===== src/hw/rtl/sppg_pkg.sv =====
// Package for the stepper position pulse generator.
// Holds field widths, register indexes, opcodes, reset values and the shared status type.
`timescale 1ns / 1ps

package sppg_pkg;

   // field widths
   localparam int unsigned POS_W   = 24;
   localparam int unsigned CNT_W   = 40;
   localparam int unsigned CFG_W   = 16;
   localparam int unsigned IDX_W   = 8;

   // configuration register indexes
   localparam logic [IDX_W-1:0] REG_PULLEY_RADIUS = 8'd0;
   localparam logic [IDX_W-1:0] REG_STEPS_PER_REV = 8'd1;
   localparam logic [IDX_W-1:0] REG_HIGH_TICKS    = 8'd2;
   localparam logic [IDX_W-1:0] REG_LOW_TICKS     = 8'd3;

   // register reset values
   localparam logic [CFG_W-1:0] RST_PULLEY_RADIUS = 16'd16;
   localparam logic [CFG_W-1:0] RST_STEPS_PER_REV = 16'd3200;
   localparam logic [CFG_W-1:0] RST_HIGH_TICKS    = 16'd70;
   localparam logic [CFG_W-1:0] RST_LOW_TICKS     = 16'd1;

   // request opcodes
   localparam logic OP_SET_TARGET = 1'b0;
   localparam logic OP_TICK       = 1'b1;

   // status of the multiply/divide unit
   typedef struct packed {
      logic busy;
      logic done;
   } muldiv_stat_type;

endpackage


===== src/hw/rtl/sppg_muldiv.sv =====
// Shared multiply-then-divide unit: quotient = floor(mag * mult / divisor).
// A 24x16 multiply, then a restoring divide, one quotient bit per cycle. Uses sppg_pkg.
`timescale 1ns / 1ps

module sppg_muldiv
   import sppg_pkg::*;
(
   input  logic                 clock,
   input  logic                 reset,
   input  logic                 start,
   input  logic [POS_W-1:0]     mag,
   input  logic [CFG_W-1:0]     mult,
   input  logic [CFG_W-1:0]     divisor,
   output muldiv_stat_type      stat,
   output logic [CNT_W-1:0]     quotient
);

   localparam logic [1:0] ST_IDLE = 2'd0;
   localparam logic [1:0] ST_MUL  = 2'd1;
   localparam logic [1:0] ST_DIV  = 2'd2;
   localparam int unsigned BIT_W  = $clog2(CNT_W + 1);
   localparam logic [BIT_W-1:0] LAST_BIT = BIT_W'(CNT_W - 1);

   logic [1:0]        state_ff, state_in;
   logic [BIT_W-1:0]  bit_ff, bit_in;
   logic              done_ff, done_in;
   logic [POS_W-1:0]  mag_ff, mag_in;
   logic [CFG_W-1:0]  mult_ff, mult_in;
   logic [CFG_W-1:0]  div_ff, div_in;
   logic [CNT_W-1:0]  quo_ff, quo_in;
   logic [CFG_W-1:0]  rem_ff, rem_in;
   logic [CFG_W:0]    rem_shift;
   logic [CFG_W:0]    rem_diff;

   // one restoring step: shift in the next dividend bit, subtract if it fits
   assign rem_shift = {rem_ff, quo_ff[CNT_W-1]};
   assign rem_diff  = rem_shift - {1'b0, div_ff};

   always_comb begin
      state_in = state_ff;
      bit_in   = bit_ff;
      done_in  = 1'b0;
      mag_in   = mag_ff;
      mult_in  = mult_ff;
      div_in   = div_ff;
      quo_in   = quo_ff;
      rem_in   = rem_ff;
      case (state_ff)
         ST_IDLE: begin
            if (start) begin
               mag_in   = mag;
               mult_in  = mult;
               // a zero divisor counts as one
               div_in   = (divisor == '0) ? CFG_W'(1) : divisor;
               state_in = ST_MUL;
            end
         end
         ST_MUL: begin
            quo_in   = CNT_W'(mag_ff) * CNT_W'(mult_ff);
            rem_in   = '0;
            bit_in   = '0;
            state_in = ST_DIV;
         end
         ST_DIV: begin
            if (!rem_diff[CFG_W]) begin
               rem_in = rem_diff[CFG_W-1:0];
               quo_in = {quo_ff[CNT_W-2:0], 1'b1};
            end else begin
               rem_in = rem_shift[CFG_W-1:0];
               quo_in = {quo_ff[CNT_W-2:0], 1'b0};
            end
            bit_in = bit_ff + BIT_W'(1);
            if (bit_ff == LAST_BIT) begin
               done_in  = 1'b1;
               state_in = ST_IDLE;
            end
         end
         default: begin
            state_in = ST_IDLE;
         end
      endcase
   end

   always_ff @(posedge clock) begin
      if (reset) begin
         state_ff <= ST_IDLE;
         done_ff  <= 1'b0;
      end else begin
         state_ff <= state_in;
         done_ff  <= done_in;
      end
      bit_ff  <= bit_in;
      mag_ff  <= mag_in;
      mult_ff <= mult_in;
      div_ff  <= div_in;
      quo_ff  <= quo_in;
      rem_ff  <= rem_in;
   end

   assign stat.busy = (state_ff != ST_IDLE);
   assign stat.done = done_ff;
   assign quotient  = quo_ff;

endmodule


===== src/hw/rtl/stepper_position_pulse_generator.sv =====
// Top level of the step/direction pulse generator for one stepper axis.
// Uses sppg_pkg and the shared multiply/divide unit sppg_muldiv.
`timescale 1ns / 1ps

// A tick beat, or a set-target beat that arrives while pulses remain (and is
// rejected), is answered in the cycle after it is accepted. An accepted
// set-target beat passes through ST_START, which hands the magnitude to
// sppg_muldiv, then ST_CALC while the unit multiplies and runs its restoring
// divide until its done flag is seen, then ST_DONE, which updates the axis
// state and loads the response once the response register is free. req_stall
// stays high while a set-target beat is in the divider or while an unread response waits.
// Configuration is to be written through the csr_ port only while the block is idle; the block does not enforce this.

module stepper_position_pulse_generator
   import sppg_pkg::*;
(
   input  logic                    clock,
   input  logic                    reset,
   // request channel
   input  logic                    req_valid,
   output logic                    req_stall,
   input  logic                    req_op,
   input  logic signed [POS_W-1:0] req_target_position,
   // response channel
   output logic                    rsp_valid,
   input  logic                    rsp_stall,
   output logic                    rsp_step_level,
   output logic                    rsp_dir_level,
   output logic                    rsp_busy_res,
   output logic                    rsp_rejected,
   output logic [CNT_W-1:0]        rsp_pulses_left,
   // configuration channel
   input  logic                    csr_valid,
   output logic                    csr_ready,
   input  logic [IDX_W-1:0]        csr_index,
   input  logic [CFG_W-1:0]        csr_data
);

   localparam logic [1:0] ST_IDLE  = 2'd0;
   localparam logic [1:0] ST_START = 2'd1;
   localparam logic [1:0] ST_CALC  = 2'd2;
   localparam logic [1:0] ST_DONE  = 2'd3;

   // configuration registers
   logic [CFG_W-1:0] pulley_radius_ff, steps_per_rev_ff, high_ticks_ff, low_ticks_ff;

   // axis state
   logic [1:0]        state_ff, state_in;
   logic [POS_W-1:0]  prev_target_ff, prev_target_in;
   logic              forward_ff, forward_in;
   logic              dir_ff, dir_in;
   logic [CNT_W-1:0]  remaining_ff, remaining_in;
   logic              step_ff, step_in;
   logic [CFG_W-1:0]  timer_ff, timer_in;

   // pending set-target work
   logic [POS_W-1:0]  new_target_ff, new_target_in;
   logic [POS_W-1:0]  mag_ff, mag_in;
   logic              flip_ff, flip_in;

   // response register
   logic              rsp_valid_ff, rsp_valid_in;
   logic              rsp_step_ff, rsp_step_in;
   logic              rsp_dir_ff, rsp_dir_in;
   logic              rsp_busy_ff, rsp_busy_in;
   logic              rsp_rej_ff, rsp_rej_in;
   logic [CNT_W-1:0]  rsp_left_ff, rsp_left_in;

   logic              out_free;
   logic              accept;
   logic              md_start;
   muldiv_stat_type   md_stat;
   logic [CNT_W-1:0]  md_quotient;

   logic [POS_W:0]    travel;
   logic [POS_W:0]    travel_neg;
   logic [CFG_W-1:0]  timer_inc;
   logic [CFG_W-1:0]  high_eff;
   logic [CFG_W-1:0]  low_eff;
   logic [CNT_W-1:0]  rem_dec;

   // handshake
   assign out_free  = !rsp_valid_ff || !rsp_stall;
   assign req_stall = !((state_ff == ST_IDLE) && out_free);
   assign accept    = req_valid && !req_stall;
   assign csr_ready = 1'b1;

   // distance and its magnitude, 25 bits so the subtract cannot overflow
   assign travel     = {req_target_position[POS_W-1], req_target_position}
                       - {prev_target_ff[POS_W-1], prev_target_ff};
   assign travel_neg = -travel;

   // tick pacing helpers
   assign timer_inc = timer_ff + CFG_W'(1);
   assign high_eff  = (high_ticks_ff == '0) ? CFG_W'(1) : high_ticks_ff;
   assign low_eff   = (low_ticks_ff == '0) ? CFG_W'(1) : low_ticks_ff;
   assign rem_dec   = remaining_ff - CNT_W'(1);

   assign md_start = (state_ff == ST_START);

   sppg_muldiv u_muldiv (
      .clock    (clock),
      .reset    (reset),
      .start    (md_start),
      .mag      (mag_ff),
      .mult     (steps_per_rev_ff),
      .divisor  (pulley_radius_ff),
      .stat     (md_stat),
      .quotient (md_quotient)
   );

   // sequencer and next-state logic
   always_comb begin
      state_in       = state_ff;
      prev_target_in = prev_target_ff;
      forward_in     = forward_ff;
      dir_in         = dir_ff;
      remaining_in   = remaining_ff;
      step_in        = step_ff;
      timer_in       = timer_ff;
      new_target_in  = new_target_ff;
      mag_in         = mag_ff;
      flip_in        = flip_ff;
      rsp_rej_in     = rsp_rej_ff;
      rsp_valid_in   = rsp_valid_ff && rsp_stall;
      case (state_ff)
         ST_IDLE: begin
            if (accept) begin
               rsp_rej_in = 1'b0;
               if (req_op == OP_TICK) begin
                  rsp_valid_in = 1'b1;
                  if (remaining_ff != '0) begin
                     timer_in = timer_inc;
                     if (step_ff) begin
                        if (timer_inc >= high_eff) begin
                           step_in  = 1'b0;
                           timer_in = '0;
                        end
                     end else if (timer_inc >= low_eff) begin
                        remaining_in = rem_dec;
                        timer_in     = '0;
                        step_in      = (rem_dec != '0);
                     end
                  end
               end else if (remaining_ff != '0) begin
                  // busy: refuse the new target
                  rsp_valid_in = 1'b1;
                  rsp_rej_in   = 1'b1;
               end else begin
                  new_target_in = req_target_position;
                  mag_in        = travel[POS_W] ? travel_neg[POS_W-1:0]
                                                : travel[POS_W-1:0];
                  flip_in       = (travel[POS_W] && forward_ff)
                                  || (!travel[POS_W] && (travel != '0) && !forward_ff);
                  state_in      = ST_START;
               end
            end
         end
         ST_START: begin
            state_in = ST_CALC;
         end
         ST_CALC: begin
            if (md_stat.done) begin
               state_in = ST_DONE;
            end
         end
         ST_DONE: begin
            if (out_free) begin
               prev_target_in = new_target_ff;
               if (flip_ff) begin
                  forward_in = !forward_ff;
                  dir_in     = !dir_ff;
               end
               remaining_in = md_quotient;
               timer_in     = '0;
               step_in      = (md_quotient != '0);
               rsp_valid_in = 1'b1;
               state_in     = ST_IDLE;
            end
         end
         default: begin
            state_in = ST_IDLE;
         end
      endcase
   end

   // response payload follows the updated state whenever a beat is loaded
   always_comb begin
      rsp_step_in = rsp_step_ff;
      rsp_dir_in  = rsp_dir_ff;
      rsp_busy_in = rsp_busy_ff;
      rsp_left_in = rsp_left_ff;
      if (rsp_valid_in && !(rsp_valid_ff && rsp_stall)) begin
         rsp_step_in = step_in;
         rsp_dir_in  = dir_in;
         rsp_busy_in = (remaining_in != '0);
         rsp_left_in = remaining_in;
      end
   end

   // configuration writes; unknown indexes are dropped
   always_ff @(posedge clock) begin
      if (reset) begin
         pulley_radius_ff <= RST_PULLEY_RADIUS;
         steps_per_rev_ff <= RST_STEPS_PER_REV;
         high_ticks_ff    <= RST_HIGH_TICKS;
         low_ticks_ff     <= RST_LOW_TICKS;
      end else if (csr_valid && csr_ready) begin
         case (csr_index)
            REG_PULLEY_RADIUS: pulley_radius_ff <= csr_data;
            REG_STEPS_PER_REV: steps_per_rev_ff <= csr_data;
            REG_HIGH_TICKS:    high_ticks_ff    <= csr_data;
            REG_LOW_TICKS:     low_ticks_ff     <= csr_data;
            default: begin
            end
         endcase
      end
   end

   // state registers
   always_ff @(posedge clock) begin
      if (reset) begin
         state_ff       <= ST_IDLE;
         prev_target_ff <= '0;
         forward_ff     <= 1'b1;
         dir_ff         <= 1'b0;
         remaining_ff   <= '0;
         step_ff        <= 1'b0;
         timer_ff       <= '0;
         rsp_valid_ff   <= 1'b0;
         rsp_rej_ff     <= 1'b0;
      end else begin
         state_ff       <= state_in;
         prev_target_ff <= prev_target_in;
         forward_ff     <= forward_in;
         dir_ff         <= dir_in;
         remaining_ff   <= remaining_in;
         step_ff        <= step_in;
         timer_ff       <= timer_in;
         rsp_valid_ff   <= rsp_valid_in;
         rsp_rej_ff     <= rsp_rej_in;
      end
      new_target_ff <= new_target_in;
      mag_ff        <= mag_in;
      flip_ff       <= flip_in;
      rsp_step_ff   <= rsp_step_in;
      rsp_dir_ff    <= rsp_dir_in;
      rsp_busy_ff   <= rsp_busy_in;
      rsp_left_ff   <= rsp_left_in;
   end

   assign rsp_valid       = rsp_valid_ff;
   assign rsp_step_level  = rsp_step_ff;
   assign rsp_dir_level   = rsp_dir_ff;
   assign rsp_busy_res    = rsp_busy_ff;
   assign rsp_rejected    = rsp_rej_ff;
   assign rsp_pulses_left = rsp_left_ff;

endmodule


===== config.mk =====
export PLATFORM = sky130hd
export DESIGN_NAME = stepper_position_pulse_generator
export DESIGN_NICKNAME = d
export VERILOG_FILES = /design/src/hw/rtl/sppg_pkg.sv /design/src/hw/rtl/sppg_muldiv.sv /design/src/hw/rtl/stepper_position_pulse_generator.sv
export SDC_FILE = /design/constraint.sdc
export NUM_CORES = 2
export LEC_CHECK = 0
export ABC_AREA = 1
export BUFFER_PORTS_ARGS = -buffer_cell sky130_fd_sc_hd__buf_4
export CAP_MARGIN = 0
export CORE_ASPECT_RATIO = 0.5
export CORE_MARGIN = 2
export CORE_UTILIZATION = 35
export DETAILED_ROUTE_END_ITERATION = 16
export GPL_TIMING_DRIVEN = 1
export MAX_ROUTING_LAYER = met4
export PLACE_DENSITY = 0.58
export SLEW_MARGIN = 30
export SYNTH_ARGS = -nofsm -noshare
export SYNTH_HDL_FRONTEND = slang
export SYNTH_SLANG_ARGS = --single-unit

===== constraint.sdc =====
create_clock -name clock -period 14.1 [get_ports clock]
set_clock_uncertainty 0.2 [all_clocks]
set_input_delay 2.82 -clock clock [delete_from_list [all_inputs] [get_ports clock]]
set_output_delay 2.82 -clock clock [all_outputs]
set_load 0.01 [all_outputs]

## Word-level counts from Yosys, hierarchy flattened

Index checks and enable logic that the tools add are counted.
Widths: inputs -> output; s select.

| word-level totals | value |
|---|---|
| register bits after elaboration | 364 |
| input port bits | 54 |
| output and inout port bits | 47 |
| logic and storage cells | 151 |

| cells by class | value |
|---|---|
| $add $sub $neg | 6 |
| $mul | 1 |
| $lt $le $gt $ge | 2 |
| equality and inequality tests | 18 |
| multiplexer cells | 51 |
| bitwise gates (word level) | 3 |
| reductions and logical operators | 42 |

Operators with widths:

| operator | number |
|---|---|
| $mux 40 | 6 |
| $mux 16 | 10 |
| $pmux 40 s2 | 2 |
| $reduce_bool 40->1 | 4 |
| $pmux 16 s2 | 2 |
| $logic_not 16->1 | 3 |
| $mul 24x16->40 | 1 |
| $sub 40x1->40 const B | 1 |
| $ge 16x16->1 | 2 |
| $reduce_bool 25->1 | 1 |
| $sub 24x24->25 | 1 |
| $mux 24 | 1 |
| $neg 24->24 | 1 |
| $mux 1 | 18 |
| $sub 17x16->17 | 1 |
| $add 16x1->16 const B | 1 |
| $eq 8x2->1 const B | 2 |
| $reduce_and 2->1 | 8 |
| $mux 2 | 7 |
| $ne 2x2->1 const B | 6 |
| $pmux 6 s2 | 1 |
| $reduce_and 5->1 | 2 |
| $eq 8x1->1 const B | 1 |
| $logic_not 8->1 | 1 |
| other kinds (17) | 40 |

## Longest topological paths before layout

| depth | value |
|---|---|
| depth after elaboration | 10 |
| gate-level depth with buffers | 34 |

## Cells and area by module

Synthesis repeated with hierarchy kept, for this count alone.

| second synthesis, totals | value |
|---|---|
| cell total of the unflattened synthesis | 4321 |
| area total of the unflattened synthesis | 33027.9 µm² |

By module, submodules not included:

| module | times used | cells an instance | area an instance (µm²) | seq. area each (µm²) |
|---|---|---|---|---|
| sppg_muldiv | 1 | 2416 | 18860.6 | 3603.5 |
| stepper_position_pulse_generator | 1 | 1905 | 14167.3 | 5785.5 |

## Worst setup path after synthesis

OpenSTA, ideal clock, no wires.

| path | value |
|---|---|
| kind | register to register |
| from | register u_muldiv.mag_ff[13] |
| to | register u_muldiv.quo_ff[31], in the netlist u_muldiv.quotient[31] (data pin) |
| data arrival time | 5869 ps |
| required time | 13646 ps |
| setup slack | 7777 ps |
| stages on the path, launching flop included | 29 |
| buffers on the path | 2 |
| cells stage by stage | edfxtp_1 clkbuf_1 clkbuf_1 nand2_1 fa_1 inv_1 fa_1 inv_1 fa_1 inv_1 fa_1 fa_1 inv_1 fa_1 inv_1 ha_1 nand2_1 nor2_1 inv_1 nor2_1 nor2_1 nand2_1 nand2_1 nand2_1 a21boi_0 o21bai_1 or2_2 nand3_1 nand2_1 |

| between the ends | value |
|---|---|
| cells in the longest elaborated chain, start to end | 2 |

RTL lines:

| item | line | source |
|---|---|---|
| from (decl) | sppg_muldiv.sv:27 | `logic [POS_W-1:0] mag_ff, mag_in;` |
| from (signal assigned) | sppg_muldiv.sv:93 | `mag_ff <= mag_in;` |
| $mul 24x16->40 | sppg_muldiv.sv:59 | `quo_in = CNT_W'(mag_ff) * CNT_W'(mult_ff);` |
| $pmux 40 s2 | sppg_muldiv.sv:48 | `case (state_ff)` |
| via u_muldiv.quo_in[31] | sppg_muldiv.sv:30 | `logic [CNT_W-1:0] quo_ff, quo_in;` |
| to (signal assigned) | sppg_muldiv.sv:96 | `quo_ff <= quo_in;` |
| to (decl) | sppg_muldiv.sv:30 |  |

The timed path passes the listed nets, and every way through them passes these cells.
A chain may end at the register's enable or synchronous reset.

## Worst setup path in the final report

| path | value |
|---|---|
| from | register u_muldiv.mult_ff[3] |
| to | register u_muldiv.quo_ff[31], in the netlist u_muldiv.quotient[31] (data pin) |

| between the ends | value |
|---|---|
| cells in the longest elaborated chain, start to end | 2 |

RTL lines:

| item | line | source |
|---|---|---|
| from (decl) | sppg_muldiv.sv:28 | `logic [CFG_W-1:0] mult_ff, mult_in;` |
| from (signal assigned) | sppg_muldiv.sv:94 | `mult_ff <= mult_in;` |
| $mul 24x16->40 | sppg_muldiv.sv:59 |  |
| $pmux 40 s2 | sppg_muldiv.sv:48 |  |
| via u_muldiv.quo_in[31] | sppg_muldiv.sv:30 |  |

The timed path passes the listed nets, and every way through them passes these cells.

==> summary.md <==
| Metric | Value |
|---|---|
| H-tree depth | `2` |
| Worst r2r path cells | `24` |
| Area leader, netlist | `edfxtp_1` |
| CTS clock-pin slew for the worst setup and hold paths | `0.07 ns` |
| Synthesized flop and latch total | `roughly 360` |
| Vias | `about 27,000` |
| Final core utilization | `0.387` |
| Required @ worst endpoint | `between 10 and 15 ns` |
| Top-area cell type share of the netlist area | `0.192` |
| Hold depth | `0` |
| CP endpoint kind | `register` |
| Root Driver | `clkbuf_16` |
| Clk sinks | `about 360` |
| Final wirelength | `93.0 mm` |
| Worst Setup Path Type | `register to register` |
| Clock tree buffer depth | `3` |
| Worst slew margin | `0.339` |
| Hpwl dp | `71.1 mm` |
| Global-route usage over all layers | `0.200` |
| Avg Cell Area, Syn | `7.82 µm²` |
| Critical Path End | `u_muldiv.quotient[31]` |
| Final hold viol count | `0` |
| Iter 0 DRT Violations | `approximately 2,100` |
| Mapped Area | `0.0328 mm²` |
| Port-buffer cells | `99` |
| Highest-count cells in the layout ignoring fill and taps | `1,054 x nand2_1, 860 x inv_1, 308 x fa_1` |
| Endpoints failing setup | `0` |
| Startpoint class of the critical path | `register` |
| Clock Latency Late Sink | `between 0.5 and 0.6 ns` |
| Min cycle time layout | `roughly 7.1 ns` |
| Worst path slowest cell | `edfxtp_1` |
| DRT Pass-1 Iters | `6` |
| Adder-cell share of the synthesized area | `0.263` |
| RSZ-0062 raised after global routing | `no` |
| Total CTS buffers | `39` |
| Hold WC Path Type | `register to register` |
| Async set-reset flop share out of synthesis | `0` |
| Die height | `approximately 220 µm` |
| First-pass GRT wire length | `between 100 and 150 mm` |
| Post-Synthesis Cells | `around 4,200` |
| Layout cells sized above 1 | `0.0670` |
| Setup WS post-layout | `between 6 and 7 ns` |
| Drc violations | `0` |
| DRT antenna net count | `0` |
| Post_cts resized | `0` |
| Max Clock Freq | `141 MHz` |
| Drt wl/cell | `17.0 µm` |
| Area of the die | `approximately 0.096 mm²` |
| Crit path DAT | `roughly 7.2 ns` |
| Period utilization | `0.504` |
| Layout area overhead | `9.65%` |
| Commonest non-fill, non-tap cell in the layout | `nand2_1` |
| Die Width | `437 µm` |
| Worst-Margin Slew | `a little under 1 ns` |
| Max Cap Viol | `0` |
| Unique masters post-synth | `59` |
| Hold_sp | `mag_ff[14]` |
| Syn_nets | `about 4,800` |
| Max stage delay on crit path | `between 0.9 and 1 ns` |
| Reg2reg setup slack | `6.99 ns` |
| Vias per inst | `slightly below 5` |
| Ys Warns | `0` |
| Initial Utilization | `0.353` |
| Row cnt | `79` |
| Worst-path cell chain | `nand2_1 > fa_1 > inv_1 > fa_1 > inv_1 > fa_1 > inv_1 > fa_1 > fa_1 > inv_1 > fa_1 > inv_1 > ha_1 > a21oi_1 > nand2_1 > nor2_1 > nand2_1 > nand2_1 > nand2_1 > a21boi_0 > o21bai_1 > or2_2 > nand3_1 > nand2_1` |
| Vias in the first global route | `26,200` |
| Critical path peak fanout | `24` |
| Final #Nets | `between 4,000 and 5,000` |
| Post-synth top flop | `edfxtp_1` |
| CTS tree | `done` |
| Worst r2r src | `u_muldiv.mult_ff[3]` |
| Cell types occupying the most area after synthesis | `edfxtp_1 19%, fa_1 19%, nand2_1 12%` |
| Setup Slack @ Placement | `between 7 and 8 ns` |
| Post-synthesis compound-gate area fraction | `0.0893` |
| Post-Synth XOR/XNOR Area | `0.0249` |
| Ant. Diodes | `0` |
| End of the worst register-to-register path | `u_muldiv.quotient[31]` |
| Core area | `0.0929 mm²` |
| Post-synth EDFFs | `210` |
| Grt total ovfl | `0` |
| Setup TNS | `0 ns` |
| Max-slew violations | `0` |
| IO Pins | `a little over 100` |
| GPL Wtd Cong | `0.962` |
| Outcome | `complete, no violations` |
| Synth Area in Simple Gates | `0.213` |
| Mux cell area share after synthesis | `0` |
| Crit path from | `u_muldiv.mult_ff[3]` |
| Initial antenna violation count | `1` |
| Hold_buf cts | `0` |
| Largest net degree at the start of global routing | `93` |
| Main combinational cell family by area after synthesis | `adder cells` |
| Post-synthesis sequential area ratio | `0.286` |
| Post-CTS Setup Bufs | `0` |
==> flip-flops by register name (all words and copies together), names as in the netlist, 24 cells and up <==
signal and cells:
remaining_ff 40, rsp_pulses_left 40, u_muldiv.quotient 40, mag_ff 24, new_target_ff 24, prev_target_ff 24
u_muldiv.mag_ff 24
==> worst max-delay path: cells and delay by family, from the launching register on <==
kind,cells,cell delay [ns]
AOI/OAI and AO/OA,3,0.83
adders and majority gates,7,3.50
buffers and inverters,5,0.27
DFF,1,0.99
and+or+nand+nor,9,1.06
==> cell type report <==
| class | count | area, µm² |
|---|---|---|
| clock inverters | 18 | 229 |
| multi-input cells | 2778 | 19400 |
| well taps | 1255 | 1570 |
| inverters | 868 | 3260 |
| clock buffers | 50 | 1070 |
| flip-flops and latches | 364 | 9390 |
| repair buffers | 133 | 1040 |
| fillers | 9647 | 56900 |
==> per-stage QoR <==
stage | instance area, µm² | std cells | hold WS, ns
after floorplan | 32800 | 4192 | 0.200
after detailed placement | 34600 | 5395 | 0.205
final | 36000 | 5466 | 0.218
after global routing | 36000 | 5466 | 0.222
after global placement | 34600 | 5391 | 0.204
after CTS | 35900 | 5463 | 0.219
==> per-layer routing <==
layer,GRT usage,routed length [µm]
met2,0.294,38900
met4,0.0390,1690
met3,0.0261,5530
met5,-,0
met1,0.294,46800
==> synth_stat cells, types with 20 or more instances <==
master / instances
nand3_1: 157
inv_1: 863
xnor2_1: 31
edfxtp_1: 210
fa_1: 308
ha_1: 197
clkbuf_1: 155
nand4_1: 43
a31oi_1: 20
o21ai_0: 164
a221oi_1: 41
nor4_1: 31
xor2_1: 55
a21oi_1: 218
nand2_1: 1055
nor2_1: 280
dfxtp_1: 154
==> cell families (layout without fill, tap and decap cells) <==
kind of cell               Yosys count  count (layout)
buffers and inverters             1050            1069
and+or+nand+nor                   1670            1670
other                                1               1
DFF                                364             364
adders and majority gates          505             505
xor gates and xnor gates            90              90
AOI/OAI and AO/OA                  512             512
==> worst min path at each step <==
stage / slack [ns] / end
2_1_floorplan: 0.20 / u_muldiv.mag_ff[0]
4_1_cts: 0.22 / u_muldiv.mag_ff[14]
6_report: 0.22 / u_muldiv.mag_ff[14]
3_3_place_gp: 0.20 / u_muldiv.mag_ff[5]
3_5_place_dp: 0.20 / u_muldiv.mag_ff[14]
5_1_grt: 0.22 / u_muldiv.mag_ff[16]
Power is not shown: default switching activity piles up to over one toggle a cycle in this logic, so the estimate is an artifact.
